File: config.mk
export PLATFORM = sky130hd
export DESIGN_NAME = fnsi_ctrl
export DESIGN_NICKNAME = d
export VERILOG_FILES = /design/src/rtl/flip_and_nearest_scale_image_defines.svh /design/src/rtl/fnsi_pkg.sv /design/src/rtl/fnsi_ctrl.sv
export SDC_FILE = /design/constraint.sdc
export NUM_CORES = 1
export LEC_CHECK = 0
export ABC_AREA = 1
export ABC_CLOCK_PERIOD_IN_PS = 3160
export BUFFER_PORTS_ARGS = -buffer_cell sky130_fd_sc_hd__buf_4
export CAP_MARGIN = 0
export CORE_AREA = 4 4 41 43
export CTS_CLUSTER_SIZE = 8
export DETAILED_ROUTE_END_ITERATION = 10
export DIE_AREA = 0 0 45 47
export HOLD_SLACK_MARGIN = 0.05
export PLACE_DENSITY = 0.49
export SYNTH_ARGS = -nofsm -noshare
export SYNTH_HDL_FRONTEND = slang
export SYNTH_SLANG_ARGS = --single-unit
File: constraint.sdc
create_clock -name clk -period 3.16 [get_ports clk]
set_input_delay 0.158 -clock clk [delete_from_list [all_inputs] [get_ports clk]]
set_output_delay 0.158 -clock clk [all_outputs]
set_load 0.05 [all_outputs]
File: src/rtl/flip_and_nearest_scale_image_defines.svh
// ---------------------------------------------------------------------------
// flip_and_nearest_scale_image assertion macros
// Concurrent checks clocked on clk and disabled while arst_n is low.
// ---------------------------------------------------------------------------
`ifndef FLIP_AND_NEAREST_SCALE_IMAGE_DEFINES_SVH
`define FLIP_AND_NEAREST_SCALE_IMAGE_DEFINES_SVH
`ifndef SYNTHESIS
`define FNSI_ASSERT_NOW(lbl, ante, cons, msg) \
	lbl: assert property (@(posedge clk) disable iff (!arst_n) (ante) |-> (cons)) \
		else $error(msg);
`define FNSI_ASSERT_NEXT(lbl, ante, cons, msg) \
	lbl: assert property (@(posedge clk) disable iff (!arst_n) (ante) |=> (cons)) \
		else $error(msg);
`else
`define FNSI_ASSERT_NOW(lbl, ante, cons, msg)
`define FNSI_ASSERT_NEXT(lbl, ante, cons, msg)
`endif
`endif

File: src/rtl/fnsi_pkg.sv
`timescale 1ns / 1ps
// ---------------------------------------------------------------------------
// fnsi_pkg
// Sizes, register indexes, control structs and helpers of the image scaler.
// ---------------------------------------------------------------------------
package fnsi_pkg;

	localparam int MAX_SIDE      = 256;
	localparam int MAX_DEST_SIDE = 4096;

	localparam int BYTE_W     = 8;
	localparam int SRC_SIZE_W = 9;
	localparam int DST_SIZE_W = 13;
	localparam int CFG_IDX_W  = 3;
	localparam int CFG_DATA_W = 13;

	localparam int SIDE_W = $clog2(MAX_SIDE);
	localparam int DEST_W = $clog2(MAX_DEST_SIDE);
	localparam int POS_W  = SIDE_W + 1;
	localparam int DEN_W  = DEST_W + 1;
	localparam int NUM_W  = ((DEST_W > POS_W) ? DEST_W : POS_W) + 1;
	localparam int CNT_W  = $clog2(NUM_W + 1);
	localparam int ADDR_W = 2 * SIDE_W;
	localparam int WORD_W = 4 * BYTE_W;

	localparam logic [SRC_SIZE_W-1:0] SRC_SIZE_RESET = SRC_SIZE_W'(256);
	localparam logic [DST_SIZE_W-1:0] DST_SIZE_RESET = DST_SIZE_W'(256);

	typedef enum logic [CFG_IDX_W-1:0] {
		CFG_SRC_WIDTH     = 3'd0,
		CFG_SRC_HEIGHT    = 3'd1,
		CFG_DST_WIDTH     = 3'd2,
		CFG_DST_HEIGHT    = 3'd3,
		CFG_SRC_HAS_ALPHA = 3'd4
	} cfg_reg_t;

	typedef enum logic {
		KIND_LOAD  = 1'b0,
		KIND_FETCH = 1'b1
	} kind_t;

	typedef struct packed {
		logic load_wr;
		logic fetch;
		logic div_step;
		logic div_commit;
		logic out_push;
	} fnsi_cmd_t;

	typedef struct packed {
		logic wrap;
		logic div_last;
		logic out_free;
	} fnsi_stat_t;

	function automatic logic [POS_W-1:0] clamp_src(input logic [SRC_SIZE_W-1:0] v);
		logic [POS_W-1:0] r;
		if (v == '0) begin
			r = POS_W'(1);
		end else if (v > SRC_SIZE_W'(MAX_SIDE)) begin
			r = POS_W'(MAX_SIDE);
		end else begin
			r = POS_W'(v);
		end
		return r;
	endfunction

	function automatic logic [DEN_W-1:0] clamp_dst(input logic [DST_SIZE_W-1:0] v);
		logic [DEN_W-1:0] r;
		if (v == '0) begin
			r = DEN_W'(1);
		end else if (v > DST_SIZE_W'(MAX_DEST_SIDE)) begin
			r = DEN_W'(MAX_DEST_SIDE);
		end else begin
			r = DEN_W'(v);
		end
		return r;
	endfunction

	function automatic logic [SIDE_W-1:0] sat_index(input logic [POS_W-1:0] pos,
			input logic [POS_W-1:0] size);
		logic [POS_W-1:0] sel;
		sel = (pos >= size) ? (size - POS_W'(1)) : pos;
		return sel[SIDE_W-1:0];
	endfunction

	function automatic logic [POS_W-1:0] sat_add(input logic [POS_W-1:0] pos,
			input logic [NUM_W-1:0] q);
		logic [NUM_W:0] sum;
		logic [POS_W-1:0] r;
		sum = (NUM_W+1)'(pos) + (NUM_W+1)'(q);
		if (sum >= (NUM_W+1)'(MAX_SIDE)) begin
			r = POS_W'(MAX_SIDE);
		end else begin
			r = sum[POS_W-1:0];
		end
		return r;
	endfunction

endpackage

File: src/rtl/fnsi_ctrl.sv
`timescale 1ns / 1ps
// ---------------------------------------------------------------------------
// fnsi_ctrl
// Sequencer: accepts items, runs the shared divider, commits and emits.
// ---------------------------------------------------------------------------
module fnsi_ctrl (
	input  logic                 clk,
	input  logic                 arst_n,
	input  logic                 in_valid,
	input  logic                 in_kind,
	input  fnsi_pkg::fnsi_stat_t stat,
	output logic                 in_ready,
	output fnsi_pkg::fnsi_cmd_t  cmd
);

	typedef enum logic [1:0] {
		ST_IDLE,
		ST_DIVIDE,
		ST_COMMIT,
		ST_EMIT
	} state_t;

	state_t state_q;

	always_comb begin
		cmd      = '0;
		in_ready = (state_q == ST_IDLE);
		unique case (state_q)
			ST_IDLE: begin
				if (in_valid) begin
					if (in_kind == fnsi_pkg::KIND_FETCH) begin
						cmd.fetch = 1'b1;
					end else begin
						cmd.load_wr = 1'b1;
					end
				end
			end
			ST_DIVIDE: cmd.div_step   = 1'b1;
			ST_COMMIT: cmd.div_commit = 1'b1;
			ST_EMIT:   cmd.out_push   = stat.out_free;
			default:   cmd            = '0;
		endcase
	end

	always_ff @(posedge clk or negedge arst_n) begin
		if (!arst_n) begin
			state_q <= ST_IDLE;
		end else begin
			unique case (state_q)
				ST_IDLE: begin
					if (in_valid && (in_kind == fnsi_pkg::KIND_FETCH)) begin
						state_q <= stat.wrap ? ST_EMIT : ST_DIVIDE;
					end
				end
				ST_DIVIDE: begin
					if (stat.div_last) begin
						state_q <= ST_COMMIT;
					end
				end
				ST_COMMIT: state_q <= ST_EMIT;
				ST_EMIT: begin
					if (stat.out_free) begin
						state_q <= ST_IDLE;
					end
				end
				default: state_q <= ST_IDLE;
			endcase
		end
	end

endmodule

; ---- Yosys cells after proc, flatten, opt, wreduce, memory -nomap -nowiden
; Cells that the tools add are included.
[op_classes]
n_eq_ne = 6
muxes = 12
reduce_logical = 3
[op_table]
columns = op, n
row1 = $mux W2, 6
row2 = $pmux W2 S4, 1
row3 = $mux W1, 5
row4 = $eq A2 B2 Y1 const B, 2
row5 = $ne A2 B2 Y1 const B, 2
row6 = $reduce_and A3 Y1, 1
row7 = $eq A2 B1 Y1 const B, 1
row8 = $logic_not A2 Y1, 1
row9 = $ne A2 B1 Y1 const B, 1
row10 = $logic_and A1 B1 Y1, 1
[totals]
wordCells = 22
out_inout_bits = 6
in_bits = 7
register_bits = 2

; ---- Depth between registers and ports, before layout
[logic_depth]
depth_word = 3
mapped_depth = 7
depth_no_buf = 7

; ---- Worst setup path before layout
; OpenSTA, ideal clock, no wires.
[synth_timing]
kind = reg-to-output
from = register state_q[0]
to = output cmd[4] (netlist bit)
t_arrival_ns = 1.771
required_ns = 3.002
path_stages_with_launch = 5
path_buffers = 0
setup_slack_ns = 1.231
path_cell_list = dfrtp_1 > inv_1 > ha_1 > nand2_1 > nor2_1
[synth_rtl]
columns = item, line
row1 = start: declaration, fnsi_ctrl.sv:23  ; state_t state_q;
row2 = start signal: assignment, fnsi_ctrl.sv:52  ; state_q <= stat.wrap ? ST_EMIT : ST_DIVIDE;
row3 = end: declaration, fnsi_ctrl.sv:13  ; output fnsi_pkg::fnsi_cmd_t cmd

==> implementation parameters <==
Parameter                              Value

Timing
  Unrepaired setup endpoints after global routing ... false
  Crit path time final ... 1.49 ns
  Layout Skew ... 0.00272 ns
  Worst-case headroom to the max-slew limit ... 89.3%
  Count of final hold-check violations ... 0
  Share of the cycle needed by the critical path after routing ... 47.2%
  Max Clock Freq ... around 670 MHz
  Worst slew pin tran ... 0.161 ns
  Setup total negative slack ... 0 ns
  Max-slew violation count ... 0
  Total setup violations reported at the end of the flow ... 0

Layout
  Largest Register ... state_q
  Layout overhead on the synthesized area ... 59.8%
  Number of nets in the layout ... 66
  Flip-flop count of the largest register after layout ... 2
  Antenna Cells ... 0
  Post-layout instance area ... 378 sq um
  Fillers ... 163
  Share of cells above drive strength 1 ... about a third
  Largest registers in the final layout ... state_q x2

Clock tree
  Number of buffers on the longest clock path ... 2
  H-tree levels ... 1
  Clock latency on the worst-skew pair ... 0.22 ns
  # resized after CTS ... 0
  Clock-pin slew reported for the worst setup and hold paths after clock tree synthesis ... 0.03 ns
  TritonCTS buffer count ... 3
  TritonCTS sink count ... 2
  Library cell used as clock root buffer ... clkbuf_4
  Number of buffers added for setup after CTS ... 0
  Clock tree from TritonCTS ... yes

Synthesis
  Number of distinct library cells after synthesis ... 9
  Area of the mapped netlist ... 236 sq um
  Gate count of the mapped netlist ... 36
  #FFs+latches synth ... 2
  Synth Net Count ... 48
  Number of warning messages in the yosys log ... 0
  Leading post-synthesis cells by cell area ... ha_1, dfrtp_1, nand2_1
  Area share of the leading cell type in the synthesized netlist ... 26.5%
  Avg Inst Size Synth ... 6.57 sq um
  Part of the Yosys area used for sequential elements ... 21.2%
  Post-synthesis cell type with the largest combined area ... ha_1

Worst setup path
  Count of cells along the worst register-to-register path ... 7
  Capturing instance or port of the critical path ... cmd[3]
  Endpoint kind of the worst setup timing path ... primary output
  Worst setup path startpoint ... state_q[0]
  Buffers & Inverters on Critical Path ... 3
  Launch instance of the worst register-to-register path ... state_q[1]
  Count of cell instances traversed by the critical path ... 5
  Reg-to-Reg End ... state_q[1]
  Dominant delay contributor by cell family on the critical path ... flip-flops
  Setup CP Type ... flop to primary output
  Arrival time reported for the critical path endpoint ... 1.33 ns
  Kind of start point of the critical path ... flop
  Critical Path Most Common Cell ... inv_1
  Highest cell delay on the worst timing path ... roughly 0.40 ns
  CP Max Fanout ... 4
  Worst-path cell chain ... inv_1 > ha_1 > inv_1 > nor2_1 > buf_4
  Register-to-register setup slack ... 2.01 ns
  Data required, critical path ... 3.00 ns
  Cell with the largest stage delay on the worst path ... dfrtp_1

Run status
  Result of the run ... finished, final reports clean

Floorplanning
  Area of the core region ... between 1000 and 1500 sq um
  Number of rows in the core area ... 13
  Total die area ... around 2100 sq um
  Overall die width ... 45 um
  Effective utilization at floorplan ... 18.2%
  IO Count ... 13
  Die Y ... about 47 um

Pwr
  Internal power ... 181 uW
  Peak supply drop ... 0.000353 V
  PD cells ... 1090 nW/um^2
  Combinational cell fraction of total power ... 73.6%
  Static Leak ... 0.240 nW
  Net switching power ... roughly 230 uW
  Part of the power in registers ... 12.9%
  Share of total power in the clock network ... 13.6%
  Switching Share ... a little under three fifths

Routing
  Count of antenna-violating nets left after detailed routing ... 0
  Overall via count from detail_route ... 246
  Vias per std cell ... 3.67
  Initial DRC count ... 1
  Number of remaining DRC errors ... 0
  Routed WL per cell ... approximately 8 um
  Total length of routed wires ... 536 um
  Number of search-and-repair iterations in the first detailed-routing pass ... 2

Global route
  Pin count of the biggest net entering global routing ... 5
  Remaining global-route overflow ... 0
  Number of global-route vias before repair ... 233
  Global-route usage over all layers ... 5.92%
  Initial antenna violation count ... 0
  Wire length of the first global-routing pass ... around 900 um

Placement
  Routability congestion estimate ... 0.709
  Instance area at placement ... 345 sq um
  Count of buffers inserted at the top-level ports ... 12
  Detailed placement HPWL ... 449 um

Flow run
  Count of maximum capacitance violations ... 0

Worst hold path
  Class of the tightest hold or removal check ... input port to async pin
## cells in the final DEF (no fill, tap or decap)
master	n
nand2_1	13
buf_4	12
inv_1	9
ha_1	5
clkbuf_4	3
nor2_1	2
nand2_2	2
dfrtp_1	2
nand3_1	1
nand3_2	1
nand4_1	1
dlygate4sd3_1	1
## timing repair
item,4_1_cts,5_1_grt
hold endpoints to repair,2,0
hold buffers,1,0
setup endpoints to repair,0,0
## power groups by stage
stage                     Sequential, mW  Clock [mW]  Combinational [mW]
final                             0.0528      0.0557               0.302
after global routing              0.0542      0.0632               0.334
after CTS                         0.0528      0.0601               0.306
after detailed placement          0.0535           0               0.303
after global placement            0.0531           0               0.300
after floorplan                   0.0509           0               0.232
## logic make-up (layout without fill, tap and decap cells)
kind of cell	after synthesis	count (layout)	synth area share, %
AND/OR/NAND/NOR	20	20	38.1
buffers and inverters	9	25	14.3
adder cells (fa/ha/maj)	5	5	26.5
flip-flops	2	2	21.2
## through the flow
stage	std cells	utilization [%]	setup slack (ns)	hold slack, ns	power, mW
detailed placement	63	26.5	1.88	-0.0583	0.356
global placement	63	26.5	1.91	-0.0586	0.353
finish	67	29.0	1.67	0.252	0.410
CTS	67	29.0	1.64	0.242	0.419
global route	67	29.0	1.55	0.261	0.452
floorplan	36	-	1.23	-0.138	0.283
## layer usage
metal  up-vias  share of wire, %  GRT usage (%)
met5         -                 0              0
met4         0                 0           5.26
met3         0                10           1.15
met2         9                49           9.60
met1       101                41           6.58
li1        136                 -              -
## cell usage after synthesis
cell and n:
inv_1 9, nand2_2 2, ha_1 5, nor2_1 2
dfrtp_1 2, nand3_2 1, nand4_1 1, nand3_1 1
nand2_1 13
## cell type report
class	instances	area [sq um]	share of cell area, %
Timing Repair Buffer	13	100	26.5
Sequential cell	2	50.0	13.2
Multi-Input combinational cell	25	153	40.4
Tap cell	15	18.8	4.97
Inverter	9	33.8	8.94
Clock buffer	3	22.5	5.96
## how the worst min path moves through the flow
stage	from	end	slack (ns)	cells past startpoint
floorplan	arst_n	state_q[0]	-0.14	0
global placement	arst_n	state_q[0]	-0.06	1
detailed placement	arst_n	state_q[0]	-0.06	1
CTS	arst_n	state_q[1]	0.24	2
global route	arst_n	state_q[1]	0.26	2
finish	arst_n	state_q[1]	0.25	2
No activity file was read; power rests on OpenSTA's default activity.
